## src/sv/assert_macros.svh

```systemverilog
// Assertion macros shared by the IR frame decoder RTL.
// Included by every module that carries concurrent assertions.
`ifndef ASSERT_MACROS_SVH
`define ASSERT_MACROS_SVH

// A property that must hold at every rising edge outside reset.
`define IRPFD_ASSERT(lbl, clk, rst_n, prop) \
  lbl: assert property (@(posedge clk) disable iff (!rst_n) (prop)) \
    else $error("%m: check failed");

// When the antecedent holds, the consequent must hold in the following cycle.
`define IRPFD_ASSERT_NEXT(lbl, clk, rst_n, ante, cons) \
  lbl: assert property (@(posedge clk) disable iff (!rst_n) (ante) |=> (cons)) \
    else $error("%m: check failed");

`endif

```

## src/sv/irpfd_pkg.sv

```systemverilog
// Shared types, constants and helper functions of the IR frame decoder.
// Has no dependencies; every other RTL file imports it.
`default_nettype none

package irpfd_pkg;

  localparam int unsigned TicksW       = 13;
  localparam int unsigned PulseW       = 16;
  // Twice the pulse length, and fifteen times the tick rate, both fit here.
  localparam int unsigned HalfW        = 17;
  localparam int unsigned PayloadW     = 9;
  localparam int unsigned PayloadWidth = 9;
  localparam int unsigned PosW         = 5;
  localparam int unsigned CountW       = 3;
  localparam int unsigned BitsW        = 4;

  localparam logic [TicksW-1:0] TicksPerMsReset = 13'd1000;

  localparam logic [PosW-1:0] PosIdle       = 5'd0;
  localparam logic [PosW-1:0] PosGap        = 5'd1;
  localparam logic [PosW-1:0] PosHeader     = 5'd2;
  localparam logic [PosW-1:0] PosSpaceFirst = 5'd3;
  localparam logic [PosW-1:0] PosLast       = 5'd21;

  localparam logic [BitsW-1:0] BitsFull = 4'd9;

  localparam logic [CountW-1:0] CountUnknown = 3'd0;
  localparam logic [CountW-1:0] CountFive    = 3'd1;
  localparam logic [CountW-1:0] CountSeven   = 3'd2;
  localparam logic [CountW-1:0] CountEight   = 3'd3;
  localparam logic [CountW-1:0] CountNine    = 3'd4;

  // Pulse bounds in half-milliseconds, scaled by the tick rate.
  typedef struct packed {
    logic [HalfW-1:0] h1;
    logic [HalfW-1:0] h3;
    logic [HalfW-1:0] h5;
    logic [HalfW-1:0] h7;
    logic [HalfW-1:0] h11;
    logic [HalfW-1:0] h13;
    logic [HalfW-1:0] h15;
  } bounds_t;

  typedef struct packed {
    logic [PulseW-1:0] ticks;
    logic              mark;
  } item_t;

  typedef struct packed {
    logic                valid;
    logic                beacon;
    logic [PayloadW-1:0] payload;
    logic [CountW-1:0]   code;
    logic                frame_ok;
  } result_t;

  function automatic logic [HalfW-1:0] bound_of(input logic [TicksW-1:0] ticks,
                                                input logic [3:0] k);
    return HalfW'(ticks) * HalfW'(k);
  endfunction

  function automatic bounds_t make_bounds(input logic [TicksW-1:0] ticks);
    bounds_t b;
    b.h1  = bound_of(ticks, 4'd1);
    b.h3  = bound_of(ticks, 4'd3);
    b.h5  = bound_of(ticks, 4'd5);
    b.h7  = bound_of(ticks, 4'd7);
    b.h11 = bound_of(ticks, 4'd11);
    b.h13 = bound_of(ticks, 4'd13);
    b.h15 = bound_of(ticks, 4'd15);
    return b;
  endfunction

  function automatic logic [CountW-1:0] count_code(input logic [BitsW-1:0] bits);
    logic [CountW-1:0] code;
    unique case (bits)
      4'd5:    code = CountFive;
      4'd7:    code = CountSeven;
      4'd8:    code = CountEight;
      4'd9:    code = CountNine;
      default: code = CountUnknown;
    endcase
    return code;
  endfunction

endpackage

`default_nettype wire

```

## src/sv/irpfd_bounds.sv

```systemverilog
// Tick-rate register of the IR frame decoder, held as precomputed pulse bounds.
// Depends on irpfd_pkg.
`default_nettype none

module irpfd_bounds import irpfd_pkg::*; (
  input  logic              clk_i,
  input  logic              rst_ni,
  input  logic              cfg_valid_i,
  input  logic [TicksW-1:0] cfg_data_i,
  output logic              cfg_ready_o,
  output bounds_t           bounds_o
);

  bounds_t bounds_q, bounds_d;

  assign cfg_ready_o = 1'b1;

  // The constant multiples are worked out once per register write.
  always_comb begin
    bounds_d = bounds_q;
    if (cfg_valid_i) begin
      bounds_d = make_bounds(cfg_data_i);
    end
  end

  always_ff @(posedge clk_i or negedge rst_ni) begin
    if (!rst_ni) begin
      bounds_q <= make_bounds(TicksPerMsReset);
    end else begin
      bounds_q <= bounds_d;
    end
  end

  assign bounds_o = bounds_q;

endmodule

`default_nettype wire

```

## src/sv/irpfd_frame.sv

```systemverilog
// Frame position tracker and bit shifter of the IR frame decoder.
// Depends on irpfd_pkg and assert_macros.svh.
`default_nettype none
`include "assert_macros.svh"

module irpfd_frame import irpfd_pkg::*; (
  input  logic    clk_i,
  input  logic    rst_ni,
  input  logic    en_i,
  input  item_t   item_i,
  input  bounds_t bounds_i,
  output result_t res_o
);

  logic [PosW-1:0]         pos_q, pos_d;
  logic                    kind_q, kind_d;
  logic [PayloadWidth-1:0] shift_q, shift_d;

  logic [HalfW-1:0] twice;
  logic             mark;
  logic             gt5;
  logic             w13, w35, w57, w1113, w1115;
  logic [PosW-1:0]  rel;
  logic [BitsW-1:0] bits;
  logic             finish;

  assign twice = {item_i.ticks, 1'b0};
  assign mark  = item_i.mark;

  // All windows are strict on both sides.
  assign gt5   = twice > bounds_i.h5;
  assign w13   = (twice > bounds_i.h1)  && (twice < bounds_i.h3);
  assign w35   = (twice > bounds_i.h3)  && (twice < bounds_i.h5);
  assign w57   = gt5                    && (twice < bounds_i.h7);
  assign w1113 = (twice > bounds_i.h11) && (twice < bounds_i.h13);
  assign w1115 = (twice > bounds_i.h11) && (twice < bounds_i.h15);

  assign rel = pos_q - PosSpaceFirst;

  always_comb begin
    pos_d   = pos_q;
    kind_d  = kind_q;
    shift_d = shift_q;
    bits    = rel[BitsW:1];
    finish  = 1'b0;
    if (en_i) begin
      if (pos_q == PosIdle) begin
        if (mark && w57) begin
          pos_d = PosGap;
        end
      end else if (pos_q == PosGap) begin
        pos_d = (!mark && w1115) ? PosHeader : PosIdle;
      end else if (pos_q == PosHeader) begin
        if (mark && w57) begin
          kind_d = 1'b0;
          pos_d  = PosSpaceFirst;
        end else if (mark && w1113) begin
          kind_d = 1'b1;
          pos_d  = PosSpaceFirst;
        end else begin
          pos_d = PosIdle;
        end
      end else if (pos_q == PosLast) begin
        pos_d = PosIdle;
        if (!mark && gt5) begin
          finish = 1'b1;
          bits   = BitsFull;
        end
      end else if (pos_q < PosLast) begin
        if (pos_q[0]) begin
          // Space slot: a short gap continues, a long one closes the frame, others drop it.
          if (!mark && w35) begin
            pos_d = pos_q + PosW'(1);
          end else begin
            pos_d  = PosIdle;
            finish = !mark && gt5;
          end
        end else begin
          if (mark && w13) begin
            shift_d = {shift_q[PayloadWidth-2:0], 1'b0};
            pos_d   = pos_q + PosW'(1);
          end else if (mark && w35) begin
            shift_d = {shift_q[PayloadWidth-2:0], 1'b1};
            pos_d   = pos_q + PosW'(1);
          end else begin
            pos_d = PosIdle;
          end
        end
      end else begin
        pos_d = PosIdle;
      end
    end
  end

  always_comb begin
    res_o          = '0;
    res_o.valid    = finish;
    res_o.beacon   = kind_q;
    res_o.payload  = shift_q[PayloadW-1:0];
    res_o.code     = count_code(bits);
    res_o.frame_ok = res_o.code != CountUnknown;
  end

  always_ff @(posedge clk_i or negedge rst_ni) begin
    if (!rst_ni) begin
      pos_q   <= PosIdle;
      kind_q  <= 1'b0;
      shift_q <= '0;
    end else begin
      pos_q   <= pos_d;
      kind_q  <= kind_d;
      shift_q <= shift_d;
    end
  end

  `IRPFD_ASSERT(a_pos_range, clk_i, rst_ni, pos_q <= PosLast)
  `IRPFD_ASSERT(a_end_on_space, clk_i, rst_ni, !res_o.valid || (en_i && !mark))
  `IRPFD_ASSERT_NEXT(a_end_rewinds, clk_i, rst_ni, res_o.valid, pos_q == PosIdle)

endmodule

`default_nettype wire

```

## src/sv/ir_pulse_frame_decoder_core.sv

```systemverilog
// Top level of the IR pulse-width frame decoder: input register, frame
// tracker and result register. Depends on irpfd_pkg, irpfd_bounds, irpfd_frame.
//
// Use: each input word is one measured IR interval (pulse_ticks_i, ir_present_i),
// offered with in_valid_i and taken at an edge where in_stall_o is low.
// A frame of header mark, header space, header kind mark and alternating
// data spaces and marks is tracked; a long space closes the frame and one
// result word (header_beacon_o, payload_o, bit_count_code_o, frame_valid_o)
// is offered on out_valid_o until taken at an edge where out_stall_i is low.
// Intervals that close no frame produce no result word.
// The tick rate is written through cfg_valid_i / cfg_data_i, always ready; the
// user writes it only while the decoder is idle; the block does not enforce this.
// Throughput: one word per cycle while no pending result is stalled. An
// accepted word is held in the input register, classified there once it may
// advance, and its result is then shown from the result register.
// When the receiver stalls with a result pending, the input register holds
// its word and in_stall_o rises; nothing is lost.
// Reset clears the frame position, header kind and bit register, sets the
// tick rate to 1000 per millisecond and empties both registers.
`default_nettype none
`include "assert_macros.svh"

module ir_pulse_frame_decoder_core import irpfd_pkg::*; (
  input  logic                clk_i,
  input  logic                rst_ni,
  input  logic                cfg_valid_i,
  output logic                cfg_ready_o,
  input  logic [TicksW-1:0]   cfg_data_i,
  input  logic                in_valid_i,
  output logic                in_stall_o,
  input  logic [PulseW-1:0]   pulse_ticks_i,
  input  logic                ir_present_i,
  output logic                out_valid_o,
  input  logic                out_stall_i,
  output logic                header_beacon_o,
  output logic [PayloadW-1:0] payload_o,
  output logic [CountW-1:0]   bit_count_code_o,
  output logic                frame_valid_o
);

  bounds_t bounds;
  result_t res;
  item_t   item_q;
  logic    in_valid_q;
  logic    out_valid_q;
  logic    advance;
  logic    in_take;
  logic                beacon_q;
  logic [PayloadW-1:0] payload_q;
  logic [CountW-1:0]   code_q;
  logic                frame_ok_q;

  irpfd_bounds u_bounds (
    .clk_i       (clk_i),
    .rst_ni      (rst_ni),
    .cfg_valid_i (cfg_valid_i),
    .cfg_data_i  (cfg_data_i),
    .cfg_ready_o (cfg_ready_o),
    .bounds_o    (bounds)
  );

  irpfd_frame u_frame (
    .clk_i    (clk_i),
    .rst_ni   (rst_ni),
    .en_i     (advance),
    .item_i   (item_q),
    .bounds_i (bounds),
    .res_o    (res)
  );

  // The held word moves on whenever the result register is free or draining.
  assign advance    = in_valid_q && (!out_valid_q || !out_stall_i);
  assign in_stall_o = in_valid_q && !advance;
  assign in_take    = in_valid_i && !in_stall_o;

  always_ff @(posedge clk_i or negedge rst_ni) begin
    if (!rst_ni) begin
      in_valid_q <= 1'b0;
    end else if (in_take) begin
      in_valid_q <= 1'b1;
    end else if (advance) begin
      in_valid_q <= 1'b0;
    end
  end

  always_ff @(posedge clk_i) begin
    if (in_take) begin
      item_q.ticks <= pulse_ticks_i;
      item_q.mark  <= ir_present_i;
    end
  end

  always_ff @(posedge clk_i or negedge rst_ni) begin
    if (!rst_ni) begin
      out_valid_q <= 1'b0;
    end else if (advance) begin
      out_valid_q <= res.valid;
    end else if (!out_stall_i) begin
      out_valid_q <= 1'b0;
    end
  end

  always_ff @(posedge clk_i) begin
    if (advance && res.valid) begin
      beacon_q   <= res.beacon;
      payload_q  <= res.payload;
      code_q     <= res.code;
      frame_ok_q <= res.frame_ok;
    end
  end

  assign out_valid_o      = out_valid_q;
  assign header_beacon_o  = beacon_q;
  assign payload_o        = payload_q;
  assign bit_count_code_o = code_q;
  assign frame_valid_o    = frame_ok_q;

  `IRPFD_ASSERT(a_ok_matches_code, clk_i, rst_ni,
                !out_valid_o || (frame_valid_o == (bit_count_code_o != CountUnknown)))
  `IRPFD_ASSERT(a_code_range, clk_i, rst_ni,
                !out_valid_o || (bit_count_code_o <= CountNine))
  `IRPFD_ASSERT_NEXT(a_take_fills, clk_i, rst_ni, in_take, in_valid_q)

endmodule

`default_nettype wire
```

## config.mk

```make
export PLATFORM = sky130hd
export DESIGN_NAME = ir_pulse_frame_decoder_core
export DESIGN_NICKNAME = d
export VERILOG_FILES = /design/src/sv/irpfd_pkg.sv /design/src/sv/irpfd_bounds.sv /design/src/sv/irpfd_frame.sv /design/src/sv/ir_pulse_frame_decoder_core.sv
export VERILOG_INCLUDE_DIRS = /design/src /design/src/sv
export SDC_FILE = /design/constraint.sdc
export NUM_CORES = 1
export LEC_CHECK = 0
export BUFFER_PORTS_ARGS = -buffer_cell sky130_fd_sc_hd__buf_4
export CORE_MARGIN = 2
export CORE_UTILIZATION = 53
export CTS_CLUSTER_SIZE = 28
export DETAILED_ROUTE_END_ITERATION = 8
export HOLD_SLACK_MARGIN = 0.06
export MAX_ROUTING_LAYER = met4
export PLACE_DENSITY = 0.7
export SYNTH_ARGS = -nofsm -noshare
export SYNTH_HDL_FRONTEND = slang
export SYNTH_SLANG_ARGS = --single-unit
```

## constraint.sdc

```tcl
create_clock -name clk_i -period 3.8 [get_ports clk_i]
set_input_delay 0.57 -clock clk_i [delete_from_list [all_inputs] [get_ports clk_i]]
set_output_delay 0.57 -clock clk_i [all_outputs]
set_load 0.03 [all_outputs]
```

==> summary.md <==
| Metric | Value |
|---|---|
| Number of flops mapped to enable cells by yosys | `31` |
| Synth Net Count | `1588` |
| Hold_buf cts | `0` |
| Die height | `157 um` |
| P_leak | `6.93 nW` |
| P per Cell Area | `497 nW/um^2` |
| CTS resizes | `0` |
| Setup Skew | `0.0113 ns` |
| Ys Warns | `0` |
| GRT Total Usage | `26.5%` |
| Max capacitance violation total | `0` |
| Library cells used by synthesis | `71` |
| Placed Cells | `1708` |
| CP Data Required Time | `4.10 ns` |
| IO Count | `52` |
| Fin nets | `1694` |
| Gr ovfl total | `0` |
| Diode count | `0` |
| #FFs+latches synth | `145` |
| Vias in the first global route | `9454` |
| DP Wirelength | `23200 um` |
| First-pass GRT wire length | `48500 um` |
| Status | `completed` |
| Layout Utilization | `61.0%` |
| Peak VDD IR | `282 uV` |
| Vias/cell | `5.58` |
| Post-Synthesis Cell Area | `12400 sq um` |
| Router iterations before antenna repair | `6` |
| Tmin final | `3.62 ns` |
| ANT nets after route | `0` |
| Syn Area/Cell | `9.54 sq um` |
| WL/cell | `17.5 um` |
| Final number of max-transition violations | `0` |
| Starting DRC count in detailed routing | `483` |
| Core area | `23300 sq um` |
| Chip Width | `157 um` |
| Via count | `9717` |
| Final hold violation count | `0` |
| Clock-pin slew on the worst setup and hold paths | `0.07 ns` |
| Initial antenna violation count | `0` |
| R2r startpoint | `item_q[8]$_DFFE_PP_` |
| Die ar. | `24700 sq um` |
| Pre-CTS setup slack | `-0.331 ns` |
| Largest net degree at the start of global routing | `167` |
| Syn-to-layout area delta | `14.3%` |
| Clk buf depth | `2` |
| Worst Setup SP | `cfg_data_i[0]` |
| Ys flop type | `dfrtp_1` |
| Final cell count without fillers | `1740` |
| Clock Tree Root | `clkbuf_16` |
| Clock Latency Late Sink | `0.44 ns` |
| Startpoint types | `input port` |
| Worst setup margin | `0.182 ns` |
| Max Fclk | `276 MHz` |
| CTS tree | `yes` |
| RSZ-0062 raised after global routing | `false` |
| CTS Sinks | `145` |
| Sequential area share after synthesis | `30.9%` |
| Synth async-reset ratio | `78.6%` |
| Crit-path max FO | `2` |
| Slew of the pin with the lowest slew margin | `0.923 ns` |
| Slew margin rel. | `38.5%` |
| CTS buffer count | `17` |
| RePlAce Congestion | `0.879` |
| Final setup viols | `0` |
| # Post-CTS Setup Buffers | `0` |
| Synthesized instance count | `1302` |
| Share of layout cells above drive strength 1 | `16.2%` |
| Class of the worst hold path | `input port to asynchronous set/reset pin` |
| Rows | `56` |
| Final Cycle Share | `95.2%` |
| # DRC | `0` |
| Crit Path Class | `input port to flop` |
| Starting density of the core | `53.4%` |
| IO Port Bufs | `50` |
| Fillers | `2008` |
| WL final | `30500 um` |
| H-tree depth | `4` |
| Crit end category | `flop` |
| Worst EP arrival | `3.91 ns` |
[critical path, cell delays in order]
cell and delay [ns]:
buf_4 0.12, fa_1 0.55, inv_1 0.06, fa_1 0.49, inv_1 0.06, fa_1 0.41
a21oi_2 0.18, o21ai_1 0.12, a2111oi_2 0.37, o31ai_1 0.14, or4_1 0.44, a31oi_2 0.16
xor2_1 0.15, mux2i_1 0.08
[logic make-up after synthesis]
group / count (synthesis) / share of synthesized area (%)
AO/OA/AOI/OAI: 307 / 15.4
XOR/XNOR: 59 / 4.16
adder cells (fa/ha/maj): 251 / 28.8
buffers and inverters: 223 / 6.83
flip-flops: 145 / 30.9
multiplexers: 32 / 2.69
other: 1 / 0.0302
AND/OR/NAND/NOR: 284 / 11.1
[routing by layer]
layer  vias up  wire length, um  global-route usage [%]
met5         -                0                       -
met4         0              685                    6.93
met3        47             1590                    3.44
met2       249            14500                    43.0
met1      4687            13700                    35.3
li1       4734                -                       -
[cell type report]
cell class | instances | area [sq um] | share of cell area (%)
inverters | 201 | 754 | 5.32
flip-flops and latches | 145 | 3840 | 27.1
clock buffers | 17 | 425 | 3.00
multi-input cells | 934 | 7740 | 54.5
well taps | 319 | 399 | 2.81
repair buffers | 109 | 856 | 6.03
clock inverters | 15 | 181 | 1.28
[state kept, by name, indices dropped and copies added, names as in the netlist]
signal and flops:
u_bounds.bounds_o 97, u_frame.pos_q 5, payload_o 9, bit_count_code_o 3, in_valid_q 1, item_q 17, u_frame.kind_q 1, u_frame.shift_q 9
header_beacon_o 1, frame_valid_o 1, out_valid_o 1
[final timing paths]
kind | end | slack, ns | depth (start not counted)
hold reg to reg | payload_o[8]$_DFFE_PP_ | 0.46 | 0
max in group asynchronous | u_bounds.bounds_o[20]$_DFFE_PN1P_ | 2.75 | 2
setup reg to reg | u_frame.shift_q[2]$_DFFE_PN0P_ | 0.37 | 9
setup / recovery | u_bounds.bounds_o[16]$_DFFE_PN0P_ | 0.18 | 14
min in group clk_i | item_q[12]$_DFFE_PP_ | 0.30 | 1
hold / removal | u_frame.shift_q[4]$_DFFE_PN0P_ | 0.18 | 1
[stage by stage]
| step | power, W | setup TNS (ns) | area, sq um | hold WS [ns] |
|---|---|---|---|---|
| 2_1_floorplan | 0.00438 | 0 | 12400 | 0.274 |
| 3_3_place_gp | 0.00521 | -0.977 | 13600 | 0.431 |
| 3_5_place_dp | 0.00529 | -1.19 | 13600 | 0.443 |
| 4_1_cts | 0.00706 | 0 | 14200 | 0.222 |
| 5_1_grt | 0.00758 | 0 | 14200 | 0.248 |
| 6_report | 0.00706 | 0 | 14200 | 0.183 |
[report_power, final]
| part | switching, W | internal (W) | leakage, nW |
|---|---|---|---|
| registers | 0.000139 | 0.00204 | 1.62 |
| clock network | 0.000843 | 0.000895 | 0.290 |
| logic | 0.00179 | 0.00135 | 5.02 |
| total | 0.00278 | 0.00428 | 6.93 |
[placed cells by master (no fill, tap or decap), types with 6 or more instances in the layout]
| cell | instances |
|---|---|
| inv_1 | 200 |
| ha_1 | 193 |
| buf_4 | 106 |
| o21ai_0 | 104 |
| nand2_1 | 93 |
| a21oi_1 | 72 |
| dfrtp_1 | 68 |
| fa_1 | 58 |
| nor2_1 | 55 |
| dfstp_2 | 46 |
| xnor2_1 | 39 |
| edfxtp_1 | 31 |
| nand3_1 | 30 |
| a21o_1 | 24 |
| nor3_1 | 23 |
| mux2i_1 | 21 |
| xor2_1 | 20 |
| nand4_1 | 17 |
| clkbuf_16 | 17 |
| a31oi_1 | 13 |
| nor2b_1 | 12 |
| mux2_2 | 11 |
| a31o_2 | 11 |
| o21a_1 | 10 |
| a211oi_1 | 10 |
| or2_2 | 8 |
| o21bai_1 | 8 |
| nand2b_1 | 7 |
| and2_1 | 7 |
| o22ai_1 | 6 |
| a21boi_0 | 6 |
| or3_1 | 6 |
| inv_8 | 6 |
[synthesized netlist by cell type (3+ instances only)]
cell type | n | share of area [%]
nand4b_1 | 3 | 0.21
nor3_1 | 23 | 0.93
o21a_1 | 10 | 0.60
a21boi_0 | 6 | 0.36
fa_1 | 58 | 9.4
nor2b_1 | 12 | 0.60
o21bai_1 | 8 | 0.48
nand3_1 | 30 | 1.2
and2_1 | 7 | 0.35
or3_1 | 6 | 0.30
o22ai_1 | 6 | 0.30
a211o_1 | 5 | 0.35
buf_1 | 3 | 0.091
nor4_1 | 5 | 0.25
ha_1 | 193 | 19
dfrtp_1 | 68 | 14
and3_1 | 5 | 0.25
o31ai_1 | 4 | 0.24
inv_1 | 200 | 6.0
nand3b_1 | 3 | 0.18
o31a_1 | 3 | 0.21
a21oi_1 | 73 | 2.9
xor2_1 | 20 | 1.4
a21o_1 | 24 | 1.5
mux2i_1 | 21 | 1.7
edfxtp_1 | 31 | 7.5
o41ai_1 | 3 | 0.21
clkbuf_1 | 17 | 0.51
xnor2_1 | 39 | 2.8
a31oi_1 | 14 | 0.71
o21ai_0 | 105 | 4.2
a211oi_1 | 10 | 0.60
a31o_2 | 11 | 0.78
mux2_2 | 11 | 1.0
nand2b_1 | 7 | 0.35
nand2_1 | 93 | 2.8
nor2_1 | 55 | 1.7
or2_2 | 8 | 0.40
or4_1 | 3 | 0.18
nand4_1 | 17 | 0.86
dfstp_2 | 46 | 9.7
(Power assumes the default switching activity.)
